--- config.mk ---
export PLATFORM = sky130hd
export DESIGN_NAME = least_loaded_two_queue_dispatcher
export DESIGN_NICKNAME = d
export VERILOG_FILES = /design/src/hw/rtl/lltqd_pkg.sv /design/src/hw/rtl/lltqd_ctrl.sv /design/src/hw/rtl/lltqd_dp.sv /design/src/hw/rtl/least_loaded_two_queue_dispatcher.sv
export SDC_FILE = /design/constraint.sdc
export NUM_CORES = 1
export LEC_CHECK = 0
export BUFFER_PORTS_ARGS = -buffer_cell sky130_fd_sc_hd__buf_2
export CAP_MARGIN = 20
export CORE_UTILIZATION = 45
export DETAILED_ROUTE_END_ITERATION = 10
export PLACE_DENSITY = 0.73
export SETUP_SLACK_MARGIN = 0.1
export SYNTH_ARGS = -nofsm -noshare
export SYNTH_HDL_FRONTEND = slang
export SYNTH_HIERARCHICAL = 1
export SYNTH_SLANG_ARGS = --single-unit
--- constraint.sdc ---
create_clock -name clk_i -period 9.65 [get_ports clk_i]
set_input_delay 0.4825 -clock clk_i [delete_from_list [all_inputs] [get_ports clk_i]]
set_output_delay 0.4825 -clock clk_i [all_outputs]
set_load 0.005 [all_outputs]
--- src/hw/rtl/lltqd_pkg.sv ---
// lltqd_pkg: shared types and constants for the least-loaded two-queue dispatcher
// no dependencies; used by lltqd_ctrl, lltqd_dp and the top level
package lltqd_pkg;

  // command codes carried in the input word
  localparam logic [1:0] CMD_SUBMIT   = 2'd0;
  localparam logic [1:0] CMD_POP_ZERO = 2'd1;
  localparam logic [1:0] CMD_POP_ONE  = 2'd2;

  // field widths
  localparam int unsigned IdW    = 16;
  localparam int unsigned DurW   = 6;
  localparam int unsigned TotalW = 10;
  localparam int unsigned CountW = 16;

  // duration limit after reset
  localparam logic [TotalW-1:0] LIMIT_RESET = 10'd45;

  // input word
  typedef struct packed {
    logic [1:0]      cmd;
    logic [DurW-1:0] task_duration;
  } in_word_t;

  // result word
  typedef struct packed {
    logic              accepted;
    logic              chosen_queue;
    logic [IdW-1:0]    assigned_id;
    logic              pop_valid;
    logic [IdW-1:0]    popped_id;
    logic [DurW-1:0]   popped_duration;
    logic [TotalW-1:0] total_zero;
    logic [TotalW-1:0] total_one;
    logic [CountW-1:0] rejected_count;
    logic [CountW-1:0] completed_count;
  } out_word_t;

  // one queued task as held in a queue store
  typedef struct packed {
    logic [IdW-1:0]  id;
    logic [DurW-1:0] duration;
  } entry_t;

  // controller commands to the datapath
  typedef struct packed {
    logic capture;
    logic execute;
  } ctrl_t;

  // controller states
  typedef enum logic [2:0] {
    S_IDLE = 3'b001,
    S_EXEC = 3'b010,
    S_OUT  = 3'b100
  } state_e;

endpackage

--- src/hw/rtl/lltqd_ctrl.sv ---
// lltqd_ctrl: handshake sequencer for the dispatcher
// depends on lltqd_pkg; drives capture and execute commands to lltqd_dp
module lltqd_ctrl import lltqd_pkg::*; (
  input  logic  clk_i,
  input  logic  rst_ni,
  input  logic  in_valid_i,
  output logic  in_ready_o,
  output logic  out_valid_o,
  input  logic  out_ready_i,
  output ctrl_t ctrl_o
);

  state_e state_q, state_d;

  // next state
  always_comb begin
    state_d = state_q;
    case (state_q)
      S_IDLE: begin
        if (in_valid_i) state_d = S_EXEC;
      end
      S_EXEC: begin
        state_d = S_OUT;
      end
      S_OUT: begin
        if (out_ready_i) state_d = S_IDLE;
      end
      default: begin
        state_d = S_IDLE;
      end
    endcase
  end

  // state register
  always_ff @(posedge clk_i or negedge rst_ni) begin
    if (!rst_ni) begin
      state_q <= S_IDLE;
    end else begin
      state_q <= state_d;
    end
  end

  // handshakes and datapath commands
  assign in_ready_o     = (state_q == S_IDLE);
  assign out_valid_o    = (state_q == S_OUT);
  assign ctrl_o.capture = (state_q == S_IDLE) && in_valid_i;
  assign ctrl_o.execute = (state_q == S_EXEC);

endmodule

--- src/hw/rtl/lltqd_dp.sv ---
// lltqd_dp: queue stores, pointers, totals, counters and result register
// depends on lltqd_pkg; sequenced by lltqd_ctrl
module lltqd_dp import lltqd_pkg::*; #(
  parameter int unsigned QUEUE_DEPTH = 16
) (
  input  logic              clk_i,
  input  logic              rst_ni,
  input  ctrl_t             ctrl_i,
  input  in_word_t          in_word_i,
  input  logic              cfg_we_i,
  input  logic [TotalW-1:0] cfg_data_i,
  output out_word_t         res_o
);

  localparam int unsigned AW = (QUEUE_DEPTH > 1) ? $clog2(QUEUE_DEPTH) : 1;
  localparam int unsigned CW = $clog2(QUEUE_DEPTH + 1);

  // stores
  entry_t mem0_q [QUEUE_DEPTH];
  entry_t mem1_q [QUEUE_DEPTH];
  entry_t rd0_q, rd1_q;

  // captured word
  logic [1:0]      cmd_q;
  logic [DurW-1:0] dur_q;

  // control state
  logic [AW-1:0]     head_q  [2];
  logic [AW-1:0]     head_d  [2];
  logic [CW-1:0]     cnt_q   [2];
  logic [CW-1:0]     cnt_d   [2];
  logic [TotalW-1:0] total_q [2];
  logic [TotalW-1:0] total_d [2];
  logic [IdW-1:0]    next_id_q, next_id_d;
  logic [CountW-1:0] rej_q, rej_d;
  logic [CountW-1:0] done_q, done_d;
  logic [TotalW-1:0] limit_q;
  out_word_t         res_q, res_d;

  // derived pointers
  logic [AW-1:0] tail     [2];
  logic [AW-1:0] head_inc [2];
  logic          full     [2];
  logic [CW:0]   tail_sum [2];

  // submit decision
  logic              sel_one;
  logic [TotalW-1:0] sel_total;
  logic              sel_full;
  logic [TotalW:0]   new_sum;
  logic              fits;
  logic              wr0, wr1;

  // pop operands
  logic              pop_one;
  logic [CW-1:0]     pop_cnt;
  logic [TotalW-1:0] pop_total;
  entry_t            pop_entry;

  // tail slot, head advance and full flag per queue
  always_comb begin
    for (int q = 0; q < 2; q++) begin
      tail_sum[q] = (CW+1)'(head_q[q]) + (CW+1)'(cnt_q[q]);
      if (tail_sum[q] >= (CW+1)'(QUEUE_DEPTH)) begin
        tail_sum[q] = tail_sum[q] - (CW+1)'(QUEUE_DEPTH);
      end
      tail[q]     = tail_sum[q][AW-1:0];
      head_inc[q] = (head_q[q] == AW'(QUEUE_DEPTH - 1)) ? '0 : head_q[q] + AW'(1);
      full[q]     = (cnt_q[q] == CW'(QUEUE_DEPTH));
    end
  end

  // least-loaded pick, ties to queue zero, then limit and full check
  assign sel_one   = (total_q[0] > total_q[1]);
  assign sel_total = sel_one ? total_q[1] : total_q[0];
  assign sel_full  = sel_one ? full[1] : full[0];
  assign new_sum   = {1'b0, sel_total} + (TotalW+1)'(dur_q);
  assign fits      = (new_sum <= {1'b0, limit_q}) && !sel_full;
  assign wr0       = ctrl_i.execute && (cmd_q == CMD_SUBMIT) && fits && !sel_one;
  assign wr1       = ctrl_i.execute && (cmd_q == CMD_SUBMIT) && fits && sel_one;

  // pop operands
  assign pop_one   = (cmd_q == CMD_POP_ONE);
  assign pop_cnt   = pop_one ? cnt_q[1] : cnt_q[0];
  assign pop_total = pop_one ? total_q[1] : total_q[0];
  assign pop_entry = pop_one ? rd1_q : rd0_q;

  // step update
  always_comb begin
    head_d    = head_q;
    cnt_d     = cnt_q;
    total_d   = total_q;
    next_id_d = next_id_q;
    rej_d     = rej_q;
    done_d    = done_q;
    res_d     = res_q;
    if (ctrl_i.execute) begin
      res_d = '0;
      case (cmd_q)
        CMD_SUBMIT: begin
          res_d.chosen_queue = sel_one;
          res_d.assigned_id  = next_id_q;
          next_id_d          = next_id_q + IdW'(1);
          if (fits) begin
            res_d.accepted = 1'b1;
            if (sel_one) begin
              cnt_d[1]   = cnt_q[1] + CW'(1);
              total_d[1] = new_sum[TotalW-1:0];
            end else begin
              cnt_d[0]   = cnt_q[0] + CW'(1);
              total_d[0] = new_sum[TotalW-1:0];
            end
          end else if (rej_q != '1) begin
            rej_d = rej_q + CountW'(1);
          end
        end
        CMD_POP_ZERO, CMD_POP_ONE: begin
          if (pop_cnt != '0) begin
            res_d.pop_valid       = 1'b1;
            res_d.popped_id       = pop_entry.id;
            res_d.popped_duration = pop_entry.duration;
            if (done_q != '1) done_d = done_q + CountW'(1);
            if (pop_one) begin
              head_d[1]  = head_inc[1];
              cnt_d[1]   = cnt_q[1] - CW'(1);
              total_d[1] = (pop_total >= TotalW'(pop_entry.duration)) ?
                           pop_total - TotalW'(pop_entry.duration) : '0;
            end else begin
              head_d[0]  = head_inc[0];
              cnt_d[0]   = cnt_q[0] - CW'(1);
              total_d[0] = (pop_total >= TotalW'(pop_entry.duration)) ?
                           pop_total - TotalW'(pop_entry.duration) : '0;
            end
          end
        end
        default: begin
        end
      endcase
      res_d.total_zero      = total_d[0];
      res_d.total_one       = total_d[1];
      res_d.rejected_count  = rej_d;
      res_d.completed_count = done_d;
    end
  end

  // control registers
  always_ff @(posedge clk_i or negedge rst_ni) begin
    if (!rst_ni) begin
      for (int q = 0; q < 2; q++) begin
        head_q[q]  <= '0;
        cnt_q[q]   <= '0;
        total_q[q] <= '0;
      end
      next_id_q <= '0;
      rej_q     <= '0;
      done_q    <= '0;
      limit_q   <= LIMIT_RESET;
    end else begin
      head_q    <= head_d;
      cnt_q     <= cnt_d;
      total_q   <= total_d;
      next_id_q <= next_id_d;
      rej_q     <= rej_d;
      done_q    <= done_d;
      if (cfg_we_i) limit_q <= cfg_data_i;
    end
  end

  // captured word and result register
  always_ff @(posedge clk_i) begin
    if (ctrl_i.capture) begin
      cmd_q <= in_word_i.cmd;
      dur_q <= in_word_i.task_duration;
    end
    res_q <= res_d;
  end

  // queue stores: head read on capture, tail write on execute
  always_ff @(posedge clk_i) begin
    if (ctrl_i.capture) begin
      rd0_q <= mem0_q[head_q[0]];
      rd1_q <= mem1_q[head_q[1]];
    end
    if (wr0) mem0_q[tail[0]] <= '{id: next_id_q, duration: dur_q};
    if (wr1) mem1_q[tail[1]] <= '{id: next_id_q, duration: dur_q};
  end

  assign res_o = res_q;

endmodule

--- src/hw/rtl/least_loaded_two_queue_dispatcher.sv ---
// least_loaded_two_queue_dispatcher: top level joining controller and datapath
// depends on lltqd_pkg, lltqd_ctrl and lltqd_dp
//
// Each accepted word is first captured while the heads of both queue stores
// are read, then the decision is made and the queues, totals and counters are
// updated, and then the result is presented until it is taken. The next word
// is taken once the result has left, so no new word is taken while one is in
// flight. The duration limit register may be written at any cycle; its ready
// is always high.
module least_loaded_two_queue_dispatcher import lltqd_pkg::*; #(
  parameter int unsigned QUEUE_DEPTH = 16
) (
  input  logic              clk_i,
  input  logic              rst_ni,
  input  logic              in_valid_i,
  output logic              in_ready_o,
  input  in_word_t          in_word_i,
  output logic              out_valid_o,
  input  logic              out_ready_i,
  output out_word_t         out_word_o,
  input  logic              cfg_valid_i,
  output logic              cfg_ready_o,
  input  logic [TotalW-1:0] cfg_data_i
);

  ctrl_t ctrl;

  // sequencer
  lltqd_ctrl u_ctrl (
    .clk_i       (clk_i),
    .rst_ni      (rst_ni),
    .in_valid_i  (in_valid_i),
    .in_ready_o  (in_ready_o),
    .out_valid_o (out_valid_o),
    .out_ready_i (out_ready_i),
    .ctrl_o      (ctrl)
  );

  // queues and result
  lltqd_dp #(
    .QUEUE_DEPTH (QUEUE_DEPTH)
  ) u_dp (
    .clk_i      (clk_i),
    .rst_ni     (rst_ni),
    .ctrl_i     (ctrl),
    .in_word_i  (in_word_i),
    .cfg_we_i   (cfg_valid_i),
    .cfg_data_i (cfg_data_i),
    .res_o      (out_word_o)
  );

  assign cfg_ready_o = 1'b1;

  // one word in flight at a time
  a_no_overlap: assert property (@(posedge clk_i) disable iff (!rst_ni)
    out_valid_o |-> !in_ready_o)
    else $error("input ready while a result is pending");

  // an accepted word is executed in the next cycle
  a_capture_exec: assert property (@(posedge clk_i) disable iff (!rst_ni)
    (in_valid_i && in_ready_o) |=> ctrl.execute)
    else $error("accepted word not executed");

  // execution is followed by a presented result
  a_exec_out: assert property (@(posedge clk_i) disable iff (!rst_ni)
    ctrl.execute |=> out_valid_o)
    else $error("result not presented after execution");

  // a result is either a submit or a pop, never both
  a_kind_excl: assert property (@(posedge clk_i) disable iff (!rst_ni)
    out_valid_o |-> !(out_word_o.accepted && out_word_o.pop_valid))
    else $error("submit and pop flags both set");

endmodule
Word level (Yosys, flattened, before mapping)
Memory sizes are Yosys's and may differ from the RTL's. A register that Yosys moved wholly into a read port is not among the register bits. Cells that the tools add are included.

Register bits: 200. Memory bits (writable): 704. Input port bits: 23. Output and inout bits: 96. Logic and storage cells: 123. Memories: 2.

Add/sub/neg operators: 15. Order comparisons: 5. Equality and inequality tests: 19. Muxes and demuxes: 39. Bitwise operators: 1. Reduce and logical (&&, ||, !) cells: 19.

Memories: u_dp.mem0_q (words 16, bits a word 22, rd ports 1, clocked after Yosys merged registers in 1, wr ports 1, line lltqd_dp.sv:19) `entry_t mem0_q [QUEUE_DEPTH];`; u_dp.mem1_q (words 16, bits a word 22, rd ports 1, clocked after Yosys merged registers in 1, wr ports 1, line lltqd_dp.sv:20) `entry_t mem1_q [QUEUE_DEPTH];`.

Operator list (number): 2-to-1 mux 16 bit (6); 2-to-1 mux 10 bit (9); adder 16 x 1 -> 16 bit, second input constant (3); 2-to-1 mux 20 bit (2); case mux 20 bit (2 select lines) (1); != test 16 bit, second input constant (2); 2-to-1 mux 5 bit (5); 2-to-1 mux 23 bit (1); 2-to-1 mux 22 bit (1); case mux 10 bit (2 select lines) (1); 2-to-1 mux 4 bit (4); adder 4 x 5 -> 6 bit (2); >= comparator 6 x 5 -> 1 bit, second input constant (2); AND reduction 6 bit (2); adder 10 x 6 -> 11 bit (1); <= comparator 11 x 10 -> 1 bit (1); adder 5 x 1 -> 5 bit, second input constant (2); equality test 5 bit, second input constant (2); >= comparator 10 x 6 -> 1 bit (1); > comparator 10 bit (1); != test 2 x 1 -> 1 bit, second input constant (5); subtractor 10 x 6 -> 10 bit (1); subtractor 5 x 1 -> 5 bit, second input constant (2); case mux 3 bit (3 select lines) (1); 20 further kinds (40).

Depth between registers and ports, before layout
Word-level depth: 9. Mapped depth: 28. Gate-level depth less buffers: 24.

By module
The synthesis kept the hierarchy.

Modules (own cells, without submodules): lltqd_dp (times used 1, cells each 2079, area each 38899.8 µm², sequential area each 27901.8 µm²); lltqd_ctrl (times used 1, cells each 12, area each 156.4 µm², sequential area each 76.3 µm²); least_loaded_two_queue_dispatcher (times used 1, cells each 2, area each 11.3 µm², sequential area each 0.0 µm²).

Worst setup path after synthesis
No wires, ideal clock.

Path kind: reg-to-reg. Start: register u_dp/total_q[7] (netlist bit). End: memory u_dp/mem1_q[13][0] (netlist bit) (enable). Setup time: 401 ps. Arrival time: 6434 ps. Data required time: 9249 ps. Slack: 2816 ps. Stages on the path, launching flop included: 27. Path buffers: 4. Period minus slack after synthesis: 6834 ps. Cells stage by stage: dfrtp_1 > clkbuf_1 > inv_1 > ha_1 > a21oi_1 > o21ai_0 > a2111oi_4 > or2_4 > buf_4 > clkbuf_1 > o21ai_0 > fa_1 > a211oi_1 > o21bai_1 > a21oi_1 > nor2_1 > xnor2_1 > mux2i_1 > ha_1 > o21a_1 > o21a_1 > o32a_1 > o41a_1 > nor3_1 > buf_4 > nand3_1 > nor2_1.

Cells in the longest elaborated chain, start to end: 9. Elaborated cells on any way between the ends: 11. Those cells by class: add/sub (1); order compare (2); mux (4); reduce/logical (4).

RTL lines: start: declaration (line lltqd_dp.sv:32) `logic [TotalW-1:0] total_q [2];`; start signal: assignment (line lltqd_dp.sv:161) `total_q <= total_d;`; > comparator 10 bit (line lltqd_dp.sv:74) `assign sel_one = (total_q[0] > total_q[1]);`; 2-to-1 mux 10 bit (line lltqd_dp.sv:75) `assign sel_total = sel_one ? total_q[1] : total_q[0];`; adder 10 x 6 -> 11 bit (line lltqd_dp.sv:77) `assign new_sum = {1'b0, sel_total} + (TotalW+1)'(dur_q);`; <= comparator 11 x 10 -> 1 bit (line lltqd_dp.sv:78) `assign fits = (new_sum <= {1'b0, limit_q}) && !sel_full;`; logical AND 1 bit (line lltqd_dp.sv:78); logical AND 1 bit (line lltqd_dp.sv:80) `assign wr1 = ctrl_i.execute && (cmd_q == CMD_SUBMIT) && fits && sel_one;`; logical AND 1 bit * (line lltqd_dp.sv:80); 2-to-1 mux 1 bit * (line lltqd_dp.sv:185) `if (wr1) mem1_q[tail[1]] <= '{id: next_id_q, duration: dur_q};`; 2-to-1 mux 1 bit (implied by the code) * (line lltqd_dp.sv:185); end: declaration (line lltqd_dp.sv:20).

Every way passes the cells marked *; elsewhere a longest branch is shown, timed or not.

Worst setup path in the final report
Start: register u_dp/total_q[7] (netlist bit). End: memory u_dp/mem0_q[0][14] (netlist bit) (enable).

Cells in the longest elaborated chain, start to end: 9. Elaborated cells on any way between the ends: 12. Those cells by class: add/sub (1); order compare (2); mux (4); reduce/logical (5).

RTL lines: > comparator 10 bit (line lltqd_dp.sv:74); 2-to-1 mux 10 bit (line lltqd_dp.sv:75); adder 10 x 6 -> 11 bit (line lltqd_dp.sv:77); <= comparator 11 x 10 -> 1 bit (line lltqd_dp.sv:78); logical AND 1 bit (line lltqd_dp.sv:78); logical AND 1 bit (line lltqd_dp.sv:79) `assign wr0 = ctrl_i.execute && (cmd_q == CMD_SUBMIT) && fits && !sel_one;`; logical AND 1 bit * (line lltqd_dp.sv:79); 2-to-1 mux 1 bit * (line lltqd_dp.sv:184) `if (wr0) mem0_q[tail[0]] <= '{id: next_id_q, duration: dur_q};`; 2-to-1 mux 1 bit (implied by the code) * (line lltqd_dp.sv:184); end: declaration (line lltqd_dp.sv:19).

Marks and branches as above.

==> impl_metrics.env <==
export IMPL_initial_core_util_pct=45.67
export IMPL_dp_final_hpwl_um=56630
export IMPL_finClkSkew_ns=0.02898
export IMPL_rows=107
export IMPL_worstSetupPathType="reg -> reg"
export IMPL_cpMaxStageDelayCell="nor3_1"
export IMPL_final_layout_size_suffix_gt1_share_pct=26.95
export IMPL_cp_start_kind="flip-flop"
export IMPL_min_path_cells=1
export IMPL_cp_end_kind="flip-flop"
export IMPL_die_w_um=296.6
export IMPL_grt_overflow_total=0
export IMPL_finalNonFillerCells=3505
export IMPL_clk_path_buf_depth=3
export IMPL_hold_buffers=5
export IMPL_p_leak_nw=15.29
export IMPL_maxCapViolations=0
export IMPL_max_stage_delay_ns=0.57
export IMPL_setup_viol=0
export IMPL_hold_violations=0
export IMPL_ios=119
export IMPL_grt_first_pass_wirelength_um=137500
export IMPL_worst_skew_pair_late_latency_ns=0.66
export IMPL_synthArstFlopShare_pct=10.44
export IMPL_status="completed"
export IMPL_synth_top_flop_cell="edfxtp_1"
export IMPL_hold_class="in -> reg"
export IMPL_globalRouteTotalUtil_pct=21.35
export IMPL_die_area_mm2=0.08800
export IMPL_synth_cell_type_count=81
export IMPL_cts_tree="yes"
export IMPL_drt_pass1_iterations=6
export IMPL_max_vdd_ir_drop_v=0.0001652
export IMPL_reg2reg_depth=23
export IMPL_cts_htree_levels=3
export IMPL_ant_nets=0
export IMPL_numPortBuffers=117
export IMPL_syn_to_final_growth_pct=14.06
export IMPL_grt_setup_unrepaired="no"
export IMPL_coreArea_mm2=0.08555
export IMPL_ys_ff_latch=948
export IMPL_vias=20840
export IMPL_grt_max_degree=69
export IMPL_tightest_slew_ns=1.090
export IMPL_cp_depth=23
export IMPL_crit_chain="inv_1 > ha_1 > a21oi_1 > o21ai_0 > a2111oi_4 > or2_4 > o21ai_0 > fa_1 > a211oi_1 > o21bai_1 > a21oi_1 > nor2_1 > xnor2_1 > mux2i_1 > ha_1 > o21a_1 > o21a_1 > o32a_1 > o41a_1 > nor3_1 > nand3_1 > nor2_2 > buf_16"
export IMPL_yosys_warnings=6
export IMPL_clock_tree_root_cell="clkbuf_16"
export IMPL_routedWlPerCell_um=26.50
export IMPL_syn_area_mm2=0.03907
export IMPL_route_detailed_drc=0
export IMPL_cp_required_ns=10.02
export IMPL_clkTransAtPathRegs_ns=0.07
export IMPL_layout_commonest_cell="edfxtp_1"
export IMPL_cp_arrival_ns=7.67
export IMPL_wirelength_um=92900
export IMPL_synth_enable_flop_cells=849
export IMPL_viasPerCell=5.947
export IMPL_path_max_fanout=22
export IMPL_post_cts_buffers=0
export IMPL_grt_pass1_vias=21090
export IMPL_crit_buf_inv=2
export IMPL_clock_sinks=948
export IMPL_max_freq_ghz=0.1368
export IMPL_cts_resized=0
export IMPL_drtIter0Drc=2253
export IMPL_netlist_instances=2093
export IMPL_antenna_found_initial=3
export IMPL_die_h_um=296.6
export IMPL_cts_buffers=94
export IMPL_period_share_pct=75.73
export IMPL_maxSlewViolCount=0
export IMPL_final_setup_tns_ns=0
export IMPL_cp_top_family="compound AO/OA/AOI/OAI gates"
export IMPL_syn_nets=2175
export IMPL_period_minus_slack_ns=7.308
export IMPL_dp_cells=3326
export IMPL_syn_area_per_cell_um2=18.67
export IMPL_relSlewSlack_pct=27.31
export IMPL_nNetsFinal=2368
export IMPL_gp_congestion=0.8790
export IMPL_powerDensity_mw_per_mm2=269.8
export IMPL_layout_common_cells="edfxtp_1 (849), mux4_2 (220), buf_2 (116), clkbuf_16 (99), nand2_1 (90)"
export IMPL_synth_seq_area_share_pct=71.61
## state kept, by name (all words and copies together), names as in the netlist
name and count:
u_dp/mem0_q 352, u_dp/limit_q 10, u_dp/cnt_q 10, u_dp/rd0_q 22, u_dp/done_q 16, u_dp/mem1_q 352
u_dp/rej_q 16, u_dp/cmd_q 2, u_dp/rd1_q 22, u_dp/res_o 93, u_ctrl/state_q 3, u_dp/head_q 8
u_dp/total_q 20, u_dp/dur_q 6, u_dp/next_id_q 16
## worst paths after layout
check / startpoint / endpoint / slack, ns
max: u_dp/total_q[7] / u_dp/mem0_q[0][14] / 2.34
min: in_word_i[3] / u_dp/dur_q[3] / 0.04
max reg2reg: u_dp/total_q[7] / u_dp/mem0_q[0][14] / 2.34
min reg2reg: u_dp/cnt_q[9] / u_dp/cnt_q[9] / 0.52
max in group asynchronous: rst_ni / u_dp/head_q[0] / 8.04
min in group asynchronous: rst_ni / u_dp/limit_q[7] / 0.47
## logic make-up after synthesis
group | synth area share, %
multiplexers | 14.33
flip-flops | 71.61
buffers and inverters | 1.380
adder cells (fa/ha/maj) | 2.005
AND/OR/NAND/NOR | 4.967
AO/OA/AOI/OAI | 3.632
XOR/XNOR | 2.063
other | 0.009599
## metal layers
metal  vias up  wire length [um]  GRT usage (%)
li1       8828                 -              -
met1     10810             37060          29.15
met2      1014             45610          35.31
met3       185              7368          3.362
met4         2              2844          6.726
met5         -                11              0
## where the power goes
part / switching [W] / total [W] / internal [W]
logic: 0.00200 / 0.00332 / 0.00132
registers: 0.000297 / 0.00513 / 0.00483
clock network: 0.00155 / 0.00357 / 0.00203
total: 0.00384 / 0.0120 / 0.00818
## per-stage QoR
stage / utilization, % / worst slack (ns) / hold WS, ns / instance area, um2 / total power (W)
4_1_cts: 52.02 / 2.465 / 0.007886 / 44500 / 0.01207
5_1_grt: 52.09 / 1.926 / 0.02599 / 44560 / 0.01249
3_5_place_dp: 48.40 / 2.474 / 0.5007 / 41400 / 0.008489
3_3_place_gp: 48.24 / 2.164 / 0.4931 / 41270 / 0.008435
2_1_floorplan: - / 2.816 / 0.1869 / 39070 / 0.007382
6_report: 52.09 / 2.342 / 0.04284 / 44560 / 0.01202
## Yosys cell counts (8+ instances only)
library cell	instances	share of area (%)
xnor2_1	77	1.7
mux2_2	29	0.84
and2_1	24	0.38
ha_1	53	1.7
o21ai_0	50	0.64
nand2_1	90	0.86
buf_1	17	0.16
dfrtp_1	94	6.0
nand3_1	35	0.45
a221o_1	26	0.67
nor3_1	25	0.32
buf_2	11	0.14
nand4_1	30	0.48
clkbuf_1	60	0.58
and3_1	25	0.40
edfxtp_1	849	65
o31ai_1	9	0.17
mux4_2	220	13
a31oi_1	19	0.30
a21o_1	10	0.19
xor2_1	15	0.34
mux2i_1	29	0.74
o21a_1	8	0.15
nor2_1	103	0.99
inv_1	38	0.37
a21oi_1	26	0.33
## area by class of cell
| class | count | area [um2] |
|---|---|---|
| timing repair buffer | 190 | 1284 |
| clock inverter | 53 | 441.7 |
| antenna | 1 | 2.502 |
| tap | 1144 | 1431 |
| sequential | 948 | 28000 |
| multi-input combinational | 1011 | 10650 |
| inverter | 41 | 153.9 |
| clock buffer | 117 | 2605 |
| fill | 6528 | 40990 |
No activity file was read; power rests on OpenSTA's default activity.
